[src/hdl/bcd_pkg.sv]
package bcd_pkg;

  localparam int unsigned PRESCALER_STEPS_DEF = 16;
  localparam int unsigned DIVIDER_STEPS_DEF   = 8;

  localparam int unsigned CLK_W = 32;
  localparam int unsigned PSC_W = 4;
  localparam int unsigned BDV_W = 3;
  // (1+p)*(1+d)*2 peaks at 16*8*2 = 256
  localparam int unsigned DVS_W = 9;
  localparam int unsigned BIT_W = $clog2(CLK_W);

  typedef logic [CLK_W-1:0] hz_t;
  typedef logic [PSC_W-1:0] psc_t;
  typedef logic [BDV_W-1:0] bdv_t;
  typedef logic [DVS_W-1:0] dvs_t;
  typedef logic [BIT_W-1:0] bitcnt_t;

  typedef enum logic [2:0] {
    S_FETCH = 3'd0,
    S_SETUP = 3'd1,
    S_DIV   = 3'd2,
    S_CMP   = 3'd3,
    S_NEXT  = 3'd4,
    S_EMIT  = 3'd5,
    S_RET   = 3'd6
  } step_t;

  typedef enum logic [2:0] {
    C_NONE     = 3'd0,
    C_IN_WAIT  = 3'd1,
    C_DIV_BUSY = 3'd2,
    C_MORE     = 3'd3,
    C_OUT_BUSY = 3'd4,
    C_ALWAYS   = 3'd5
  } cond_t;

  typedef struct packed {
    cond_t cond;
    step_t target;
    logic  ld_in;
    logic  ld_div;
    logic  div;
    logic  cmp;
    logic  adv;
    logic  emit;
  } uword_t;

  function automatic uword_t ucode(step_t s);
    uword_t w;
    w = '{cond: C_NONE, target: S_FETCH, default: 1'b0};
    unique case (s)
      S_FETCH: begin
        w.ld_in = 1'b1; w.cond = C_IN_WAIT; w.target = S_FETCH;
      end
      S_SETUP: begin
        w.ld_div = 1'b1;
      end
      S_DIV: begin
        w.div = 1'b1; w.cond = C_DIV_BUSY; w.target = S_DIV;
      end
      S_CMP: begin
        w.cmp = 1'b1;
      end
      S_NEXT: begin
        w.adv = 1'b1; w.cond = C_MORE; w.target = S_SETUP;
      end
      S_EMIT: begin
        w.emit = 1'b1; w.cond = C_OUT_BUSY; w.target = S_EMIT;
      end
      S_RET: begin
        w.cond = C_ALWAYS; w.target = S_FETCH;
      end
      default: begin
        w.cond = C_ALWAYS; w.target = S_FETCH;
      end
    endcase
    return w;
  endfunction

endpackage

[src/hdl/bcd_if.sv]
interface bcd_in_if;
  logic            valid;
  logic            ready;
  bcd_pkg::hz_t    reference_clock_hz;
  bcd_pkg::hz_t    target_bit_clock_hz;

  modport source (output valid, output reference_clock_hz, output target_bit_clock_hz,
                  input ready);
  modport sink   (input valid, input reference_clock_hz, input target_bit_clock_hz,
                  output ready);
endinterface

interface bcd_out_if;
  logic            valid;
  logic            ready;
  bcd_pkg::psc_t   prescaler_select;
  bcd_pkg::bdv_t   bit_divider_select;

  modport source (output valid, output prescaler_select, output bit_divider_select,
                  input ready);
  modport sink   (input valid, input prescaler_select, input bit_divider_select,
                  output ready);
endinterface

[src/hdl/bit_clock_divider_search_top.sv]
// Accepts one word at a time and takes no new word until its result has been emitted;
// each candidate is 1 setup, 32 restoring divide steps, 1 compare, 1 advance.
// The search is done by the bit-serial divider; a finished word may wait in the output
// register while the next word is accepted and searched.
// Reset (rst_n low, synchronous): step counter to fetch, output valid cleared.
module bit_clock_divider_search_top #(
  parameter int unsigned PRESCALER_STEPS = bcd_pkg::PRESCALER_STEPS_DEF,
  parameter int unsigned DIVIDER_STEPS   = bcd_pkg::DIVIDER_STEPS_DEF
) (
  input  logic        clk,
  input  logic        rst_n,
  bcd_in_if.sink      in_ch,
  bcd_out_if.source   out_ch
);

  localparam bcd_pkg::psc_t P_LAST = bcd_pkg::PSC_W'(PRESCALER_STEPS - 1);
  localparam bcd_pkg::bdv_t D_LAST = bcd_pkg::BDV_W'(DIVIDER_STEPS - 1);
  localparam bcd_pkg::bitcnt_t BIT_LAST = bcd_pkg::BIT_W'(bcd_pkg::CLK_W - 1);

  bcd_pkg::step_t   pc_r, pc_nxt;
  bcd_pkg::uword_t  uw;

  bcd_pkg::hz_t     refclk_r, target_r, quo_r, best_r;
  bcd_pkg::dvs_t    rem_r, dvs_r;
  bcd_pkg::bitcnt_t bit_r;
  bcd_pkg::psc_t    p_r, best_p_r, out_p_r;
  bcd_pkg::bdv_t    d_r, best_d_r, out_d_r;
  logic             out_valid_r;

  logic             out_busy, in_fire, emit_fire, more, cond_hit;
  bcd_pkg::dvs_t    trial, p_ext, d_ext, prod;
  bcd_pkg::hz_t     delta;

  assign uw        = bcd_pkg::ucode(pc_r);
  assign out_busy  = out_valid_r && !out_ch.ready;
  assign in_fire   = uw.ld_in && in_ch.valid;
  assign emit_fire = uw.emit && !out_busy;
  assign more      = !((p_r == P_LAST) && (d_r == D_LAST));

  // sequencer
  always_comb begin
    unique case (uw.cond)
      bcd_pkg::C_NONE:     cond_hit = 1'b0;
      bcd_pkg::C_IN_WAIT:  cond_hit = !in_ch.valid;
      bcd_pkg::C_DIV_BUSY: cond_hit = (bit_r != BIT_LAST);
      bcd_pkg::C_MORE:     cond_hit = more;
      bcd_pkg::C_OUT_BUSY: cond_hit = out_busy;
      bcd_pkg::C_ALWAYS:   cond_hit = 1'b1;
      default:             cond_hit = 1'b1;
    endcase
  end

  always_comb begin
    if (cond_hit) begin
      pc_nxt = uw.target;
    end else begin
      pc_nxt = bcd_pkg::step_t'(pc_r + 3'd1);
    end
  end

  always_ff @(posedge clk) begin
    if (!rst_n) begin
      pc_r <= bcd_pkg::S_FETCH;
    end else begin
      pc_r <= pc_nxt;
    end
  end

  // datapath
  assign p_ext = bcd_pkg::DVS_W'(p_r) + bcd_pkg::DVS_W'(1);
  assign d_ext = bcd_pkg::DVS_W'(d_r) + bcd_pkg::DVS_W'(1);
  assign prod  = bcd_pkg::DVS_W'(p_ext * d_ext);
  assign trial = {rem_r[bcd_pkg::DVS_W-2:0], quo_r[bcd_pkg::CLK_W-1]};
  assign delta = (quo_r > target_r) ? (quo_r - target_r) : (target_r - quo_r);

  always_ff @(posedge clk) begin
    if (in_fire) begin
      refclk_r <= in_ch.reference_clock_hz;
      target_r <= in_ch.target_bit_clock_hz;
      best_r   <= '1;
      best_p_r <= '0;
      best_d_r <= '0;
      p_r      <= '0;
      d_r      <= '0;
    end
    if (uw.ld_div) begin
      dvs_r <= {prod[bcd_pkg::DVS_W-2:0], 1'b0};
      rem_r <= '0;
      quo_r <= refclk_r;
      bit_r <= '0;
    end
    if (uw.div) begin
      if (trial >= dvs_r) begin
        rem_r <= trial - dvs_r;
        quo_r <= {quo_r[bcd_pkg::CLK_W-2:0], 1'b1};
      end else begin
        rem_r <= trial;
        quo_r <= {quo_r[bcd_pkg::CLK_W-2:0], 1'b0};
      end
      bit_r <= bit_r + bcd_pkg::BIT_W'(1);
    end
    if (uw.cmp && (delta < best_r)) begin
      best_r   <= delta;
      best_p_r <= p_r;
      best_d_r <= d_r;
    end
    if (uw.adv) begin
      if (d_r == D_LAST) begin
        d_r <= '0;
        p_r <= p_r + bcd_pkg::PSC_W'(1);
      end else begin
        d_r <= d_r + bcd_pkg::BDV_W'(1);
      end
    end
    if (emit_fire) begin
      out_p_r <= best_p_r;
      out_d_r <= best_d_r;
    end
  end

  always_ff @(posedge clk) begin
    if (!rst_n) begin
      out_valid_r <= 1'b0;
    end else if (emit_fire) begin
      out_valid_r <= 1'b1;
    end else if (out_ch.ready) begin
      out_valid_r <= 1'b0;
    end
  end

  assign in_ch.ready               = uw.ld_in;
  assign out_ch.valid              = out_valid_r;
  assign out_ch.prescaler_select   = out_p_r;
  assign out_ch.bit_divider_select = out_d_r;

endmodule

[src/flat_wrapper.sv]
// flat-port wrapper written by rule: the top's interface ports become plain ports
module bit_clock_divider_search_top_flat 
#(
  parameter int unsigned PRESCALER_STEPS = bcd_pkg::PRESCALER_STEPS_DEF,
  parameter int unsigned DIVIDER_STEPS   = bcd_pkg::DIVIDER_STEPS_DEF
)
  (clk, rst_n, in_ch_valid, in_ch_reference_clock_hz, in_ch_target_bit_clock_hz, in_ch_ready, out_ch_valid, out_ch_prescaler_select, out_ch_bit_divider_select, out_ch_ready);
  bcd_in_if in_ch_i ();
  bcd_out_if out_ch_i ();
  input  logic clk;
  input  logic rst_n;
  input wire logic [$bits(in_ch_i.valid)-1:0] in_ch_valid;
  input wire logic [$bits(in_ch_i.reference_clock_hz)-1:0] in_ch_reference_clock_hz;
  input wire logic [$bits(in_ch_i.target_bit_clock_hz)-1:0] in_ch_target_bit_clock_hz;
  output wire logic [$bits(in_ch_i.ready)-1:0] in_ch_ready;
  output wire logic [$bits(out_ch_i.valid)-1:0] out_ch_valid;
  output wire logic [$bits(out_ch_i.prescaler_select)-1:0] out_ch_prescaler_select;
  output wire logic [$bits(out_ch_i.bit_divider_select)-1:0] out_ch_bit_divider_select;
  input wire logic [$bits(out_ch_i.ready)-1:0] out_ch_ready;
  assign in_ch_i.valid = in_ch_valid;
  assign in_ch_i.reference_clock_hz = in_ch_reference_clock_hz;
  assign in_ch_i.target_bit_clock_hz = in_ch_target_bit_clock_hz;
  assign in_ch_ready = in_ch_i.ready;
  assign out_ch_valid = out_ch_i.valid;
  assign out_ch_prescaler_select = out_ch_i.prescaler_select;
  assign out_ch_bit_divider_select = out_ch_i.bit_divider_select;
  assign out_ch_i.ready = out_ch_ready;
  bit_clock_divider_search_top #(.PRESCALER_STEPS(PRESCALER_STEPS), .DIVIDER_STEPS(DIVIDER_STEPS)) u_core (.clk(clk), .rst_n(rst_n), .in_ch(in_ch_i), .out_ch(out_ch_i));
endmodule
[config.mk]
export PLATFORM = sky130hd
export DESIGN_NAME = bit_clock_divider_search_top_flat
export DESIGN_NICKNAME = d
export VERILOG_FILES = /design/src/hdl/bcd_pkg.sv /design/src/hdl/bcd_if.sv /design/src/hdl/bit_clock_divider_search_top.sv /design/src/flat_wrapper.sv
export SDC_FILE = /design/constraint.sdc
export NUM_CORES = 1
export LEC_CHECK = 0
export CORE_AREA = 2 2 143 145
export CTS_BUF_LIST = sky130_fd_sc_hd__clkbuf_4 sky130_fd_sc_hd__clkbuf_8 sky130_fd_sc_hd__clkbuf_16
export CTS_CLUSTER_SIZE = 30
export DETAILED_ROUTE_END_ITERATION = 10
export DIE_AREA = 0 0 145 147
export DONT_BUFFER_PORTS = 1
export GPL_TIMING_DRIVEN = 0
export HOLD_SLACK_MARGIN = 0.02
export PLACE_DENSITY = 0.75
export SYNTH_ARGS = -nofsm -noshare
export SYNTH_HDL_FRONTEND = slang
export SYNTH_SLANG_ARGS = --single-unit
[constraint.sdc]
create_clock -name clk -period 7.75 [get_ports clk]
set_input_delay 1.1625 -clock clk [delete_from_list [all_inputs] [get_ports clk]]
set_output_delay 1.1625 -clock clk [all_outputs]
set_load 0.03 [all_outputs]
# == After elaboration in Yosys (flattened, before gate mapping) ==
# Cells that the tools add are included.
# Widths: inputs -> output; s select.
# word_totals
output_inout_bits,9
inputBits,68
register_bits,174
elab_cells,87
# classes
magnitude_cmp,3
n_eq_ne,12
muxes,31
n_addsub,9
reduce_logical,16
n_mul,1
# ops
operator,count
$mux 32,5
$sub 32x32->32,2
$gt 32x32->1,1
$lt 32x32->1,1
$pmux 6 s5,1
$mux 8,3
$mux 4,5
$mux 3,5
$eq 3x2->1 const B,4
$eq 3x3->1 const B,4
$mux 5,2
$ge 9x9->1,1
$mul 9x9->8,1
$mux 1,9
$reduce_bool 2->1,4
$sub 8x8->8,1
$add 3x1->3 const B,2
$eq 3x1->1 const B,2
$logic_not 3->1,2
$add 4x1->5 const B,1
$add 5x1->5 const B,1
$logic_and 1x1->1,5
$ne 5x5->1 const B,1
$pmux 1 s5,1
other kinds (5),8

# == Depth between registers and ports, before layout ==
# logic_depth
ltp_word,6
ltp_mapped,23
ltp_nobuf,21

# == Worst setup path after synthesis ==
# No wires, ideal clock.
# synth_path
path_type,register to register
start,register u_core.target_r[25]
end,"register u_core.best_d_r[0], enable pin"
arrival_time_ns,4.995
synth_period_minus_slack_ns,5.398
path_buffers,3
stages_incl_launch_ff,19
required_time_ns,7.348
setup_time_ns,0.402
path_slack_ns,2.352
cell_sequence,edfxtp_1 ha_1 clkbuf_1 nand2_1 or3_4 nor4b_4 o21bai_4 buf_6 mux2i_1 xnor2_1 ha_1 a21o_1 nand3_1 a21oi_1 o41a_1 o211ai_1 clkbuf_1 nand2_1 nand2b_1
# synth_via
elab_chain_cells,5
word_cells_on_any_way,7
classes_between,add/sub (2); order compare (2); mux (1); reduce/logical (2)
# synth_lines
item,line,source
start: declaration,bit_clock_divider_search_top.sv:23,"bcd_pkg::hz_t refclk_r, target_r, quo_r, best_r;"
start signal: assignment,bit_clock_divider_search_top.sv:79,target_r <= in_ch.target_bit_clock_hz;
$gt 32x32->1,bit_clock_divider_search_top.sv:74,assign delta = (quo_r > target_r) ? (quo_r - target_r) : (target_r - quo_r);
$mux 32,bit_clock_divider_search_top.sv:74,
named net u_core.delta[5],bit_clock_divider_search_top.sv:32,bcd_pkg::hz_t delta;
$lt 32x32->1,bit_clock_divider_search_top.sv:102,if (uw.cmp && (delta < best_r)) begin
$logic_and 1x1->1,bit_clock_divider_search_top.sv:102,
$reduce_bool 2->1 (no source line),-,
end signal: assignment,bit_clock_divider_search_top.sv:105,best_d_r <= d_r;
end: declaration,bit_clock_divider_search_top.sv:27,"bcd_pkg::bdv_t d_r, best_d_r, out_d_r;"
# The timed path passes the listed nets, and every way through them passes these cells.
# A chain may end at the register's enable or synchronous reset.

# == Worst setup path after layout ==
# layout_path
start,register u_core.quo_r[25]
end,"register u_core.best_r[3], enable pin"
# layout_via
elab_chain_cells,5
word_cells_on_any_way,7
classes_between,add/sub (2); order compare (2); mux (1); reduce/logical (2)
# layout_lines
item,line,source
start: declaration,bit_clock_divider_search_top.sv:23,
start signal: assignment,bit_clock_divider_search_top.sv:89,quo_r <= refclk_r;
start signal: assignment,bit_clock_divider_search_top.sv:95,"quo_r <= {quo_r[bcd_pkg::CLK_W-2:0], 1'b1};"
start signal: assignment,bit_clock_divider_search_top.sv:98,"quo_r <= {quo_r[bcd_pkg::CLK_W-2:0], 1'b0};"
$gt 32x32->1,bit_clock_divider_search_top.sv:74,
$mux 32,bit_clock_divider_search_top.sv:74,
named net u_core.delta[10],bit_clock_divider_search_top.sv:32,
$lt 32x32->1,bit_clock_divider_search_top.sv:102,
$logic_and 1x1->1,bit_clock_divider_search_top.sv:102,
$reduce_bool 2->1 (no source line),-,
end signal: assignment,bit_clock_divider_search_top.sv:103,best_r <= delta;
end: declaration,bit_clock_divider_search_top.sv:23,
# The timed path passes the listed nets, and every way through them passes these cells.

==> key figures <==
Run
  • Max Cap Viol: 0

Place
  • Port Buffers: 0
  • DP HPWL: approximately 20000 um
  • RD Place Congestion: roughly 0.95

Detailed routing
  • WL/cell: 17.8 um
  • Drt pass-1 iters: 6
  • Routed vias/inst: around 5.9
  • Post-DRT Antenna Nets: 0
  • Initial DRC count: approximately 690
  • Remaining DRCs: 0
  • Post-Route WL: between 20000 and 30000 um
  • Detailed-route via count: slightly below 9000

Global route
  • First-pass GRT wire length: about 43000 um
  • Vias in the first global route: 8553
  • Largest net degree at the start of global routing: between 60 and 70
  • Initial antenna violation count: 0
  • Grt total ovfl: 0
  • Gr usage total: between 20% and 30%

Synth
  • Syn Inst Count: roughly 1200
  • Area leader, netlist: edfxtp_1
  • Post-synth EDFFs: ~170
  • Yosys top cell area share: 42.5%
  • Post-synth top flop: edfxtp_1
  • Seq/Total Area, Yosys: a little over two fifths
  • Top cells by area, synth: edfxtp_1 42%, ha_1 13%, inv_1 4.3%
  • Register bit total from synthesis: about 170
  • Dominant cell by count in the synthesized netlist: edfxtp_1
  • Synth warnings: 0
  • Ys async rst share: 0%
  • Avg Cell Area, Syn: about 9.9 um^2
  • Synth unique cells: 66
  • Top post-synthesis cells by count: 166 x edfxtp_1, 134 x inv_1, 123 x ha_1, 98 x nand2_1, 96 x a21oi_1
  • Post-Syn Nets: 1381
  • Synth Cell Area: 11700 um^2

STA
  • Minimum clock period: 6.35 ns
  • Final period util: between 80% and 90%
  • Worst-margin pin slew: about 1.2 ns
  • WHS: 0.429 ns
  • RSZ-0062 raised after global routing: no
  • Max Slew Vio Count: 0
  • Hold Vio Cnt, Final: 0
  • Final setup viols: 0
  • Setup_tns: 0 ns
  • Max Clk Rate: about 0.16 GHz
  • Slew HR: 17.0%
  • Skew final: 0.0173 ns

Power
  • Leak: roughly 5.5 nW
  • Max VDD drop: between 400 and 500 uV
  • Tot Pwr: approximately 0.0054 W
  • Power Density: approximately 430 nW/um^2

Clock tree
  • CTS max path bufs: 2
  • CTS Buf Count: 17
  • Resized cells post-CTS: 0
  • CTS tree: built
  • Worst skew pair latency: between 0.4 and 0.5 ns
  • Root buffer cell: clkbuf_16
  • # Post-CTS Setup Buffers: 0
  • Clock sinks: around 170
  • Worst-path clk slew: 0.07 ns
  • CTS Hold Bufs: 0
  • H-tree Lvls: 4

Worst hold path
  • Hold Path Class: reg2reg

Cells and area
  • Share of layout cells above drive strength 1: under 10%
  • Area growth, synth to finish: 7.72%
  • Inserted Diodes: 0
  • Nets: 1401

Outcome
  • Outcome: finished, final reports clean

Worst setup path
  • Arrival time at the worst endpoint: 6.48 ns
  • Required time of the worst setup path: ~8 ns
  • Crit Path Max Fanout: 30
  • Critical path endpoint category: flop
  • Startpoint Class: flop
  • Crit Path Class: reg2reg

Floorplanning
  • Die H: about 150 um
  • Row cnt: 52
  • Ports: between 70 and 80
  • Initial Utilization: 59.1%
  • Core Region: 19800 um^2
  • DIE WIDTH: 145 um
  • Die ar.: ~21000 um^2
## flip-flops by register name, summed over array words and instances, names as in the netlist, 4 cells and up
| register | flops |
|---|---|
| u_core.best_p_r | 4 |
| u_core.best_r | 32 |
| u_core.bit_r | 5 |
| u_core.dvs_r | 8 |
| u_core.out_ch.prescaler_select | 4 |
| u_core.p_r | 4 |
| u_core.quo_r | 32 |
| u_core.refclk_r | 32 |
| u_core.rem_r | 8 |
| u_core.target_r | 32 |
## stage by stage
| step | setup slack (ns) | utilization, % | cells | cell area (um^2) |
|---|---|---|---|---|
| detailed placement | 1.58 | 61.0 | 1452 | 12100 |
| floorplan | 2.35 | - | 1181 | 11700 |
| global placement | 0.688 | 60.9 | 1451 | 12100 |
| global route | 1.02 | 63.7 | 1484 | 12600 |
| finish | 1.40 | 63.7 | 1484 | 12600 |
| CTS | 1.54 | 63.7 | 1484 | 12600 |
## cell families after synthesis
group / after synthesis / synth area share [%]
simple gates: 315 / 13.4
compound gates: 309 / 16.5
buf+inv: 181 / 5.96
flops: 174 / 43.8
fa+ha+maj: 132 / 14.6
xor+xnor: 40 / 2.98
mux: 30 / 2.70
## per-layer routing
metal / global-route usage (%) / share of wire [%]
met5: 0 / 0
met3: 5.16 / 5.8
met4: 7.38 / 1.9
met2: 42.3 / 48
met1: 33.7 / 45
## path summary, 6_finish.rpt
path                      startpoint                           endpoint  slack, ns  cells past startpoint
hold reg to reg   u_core.best_p_r[2]  u_core.out_ch.prescaler_select[2]       0.43                      0
setup / recovery    u_core.quo_r[25]                   u_core.best_r[3]       1.40                     19
hold / removal    u_core.best_p_r[2]  u_core.out_ch.prescaler_select[2]       0.43                      0
setup reg to reg    u_core.quo_r[25]                   u_core.best_r[3]       1.40                     19
## placed cells by master (no fill, tap or decap), types with 4 or more instances in the layout
cell type,n
fa_1,9
nand2_1,98
a21boi_0,7
nand4_1,16
nand2b_1,34
dfxtp_1,8
buf_2,4
a211o_1,5
a211oi_1,11
inv_6,6
a21oi_1,96
xor2_1,17
nor3_1,16
or3_1,4
edfxtp_1,166
nor2b_1,16
ha_1,123
o211ai_1,8
xnor2_1,23
o21a_1,8
inv_1,134
clkbuf_16,17
and3_1,13
mux2i_1,24
a21o_1,33
and2_1,15
nor2_1,60
o21bai_1,14
nand3_1,25
clkbuf_1,41
o21ai_0,89
## final cells by class
class / count / area [um^2]
Sequential cell: 174 / 5140
Clock inverter: 13 / 103
Inverter: 134 / 503
Tap cell: 270 / 338
Clock buffer: 19 / 440
Fill cell: 1674 / 7200
Buffer: 47 / 196
Timing Repair Buffer: 1 / 20.0
Multi-Input combinational cell: 826 / 5900
## critical path: stages, from the launching register on
cell and delay, ns:
edfxtp_1 0.36, inv_1 0.06, ha_1 0.27, clkbuf_1 0.35, nand2_1 0.21, nor3_1 0.51, nand3_1 0.34, a21oi_2 0.45
buf_2 0.39, mux2i_1 0.30, xnor2_1 0.17, ha_1 0.29, a21oi_1 0.13, a21boi_0 0.12, o41a_1 0.44, o211ai_1 0.27
clkbuf_1 0.40, nand2_1 0.32, nand2b_2 0.37, buf_12 0.25
## power by group
part	switching [W]	total, W	internal, W
logic	0.00195	0.00306	0.00111
registers	0.000111	0.00151	0.00139
clock network	0.000387	0.000811	0.000424
No activity file was read; power rests on OpenSTA's default activity.
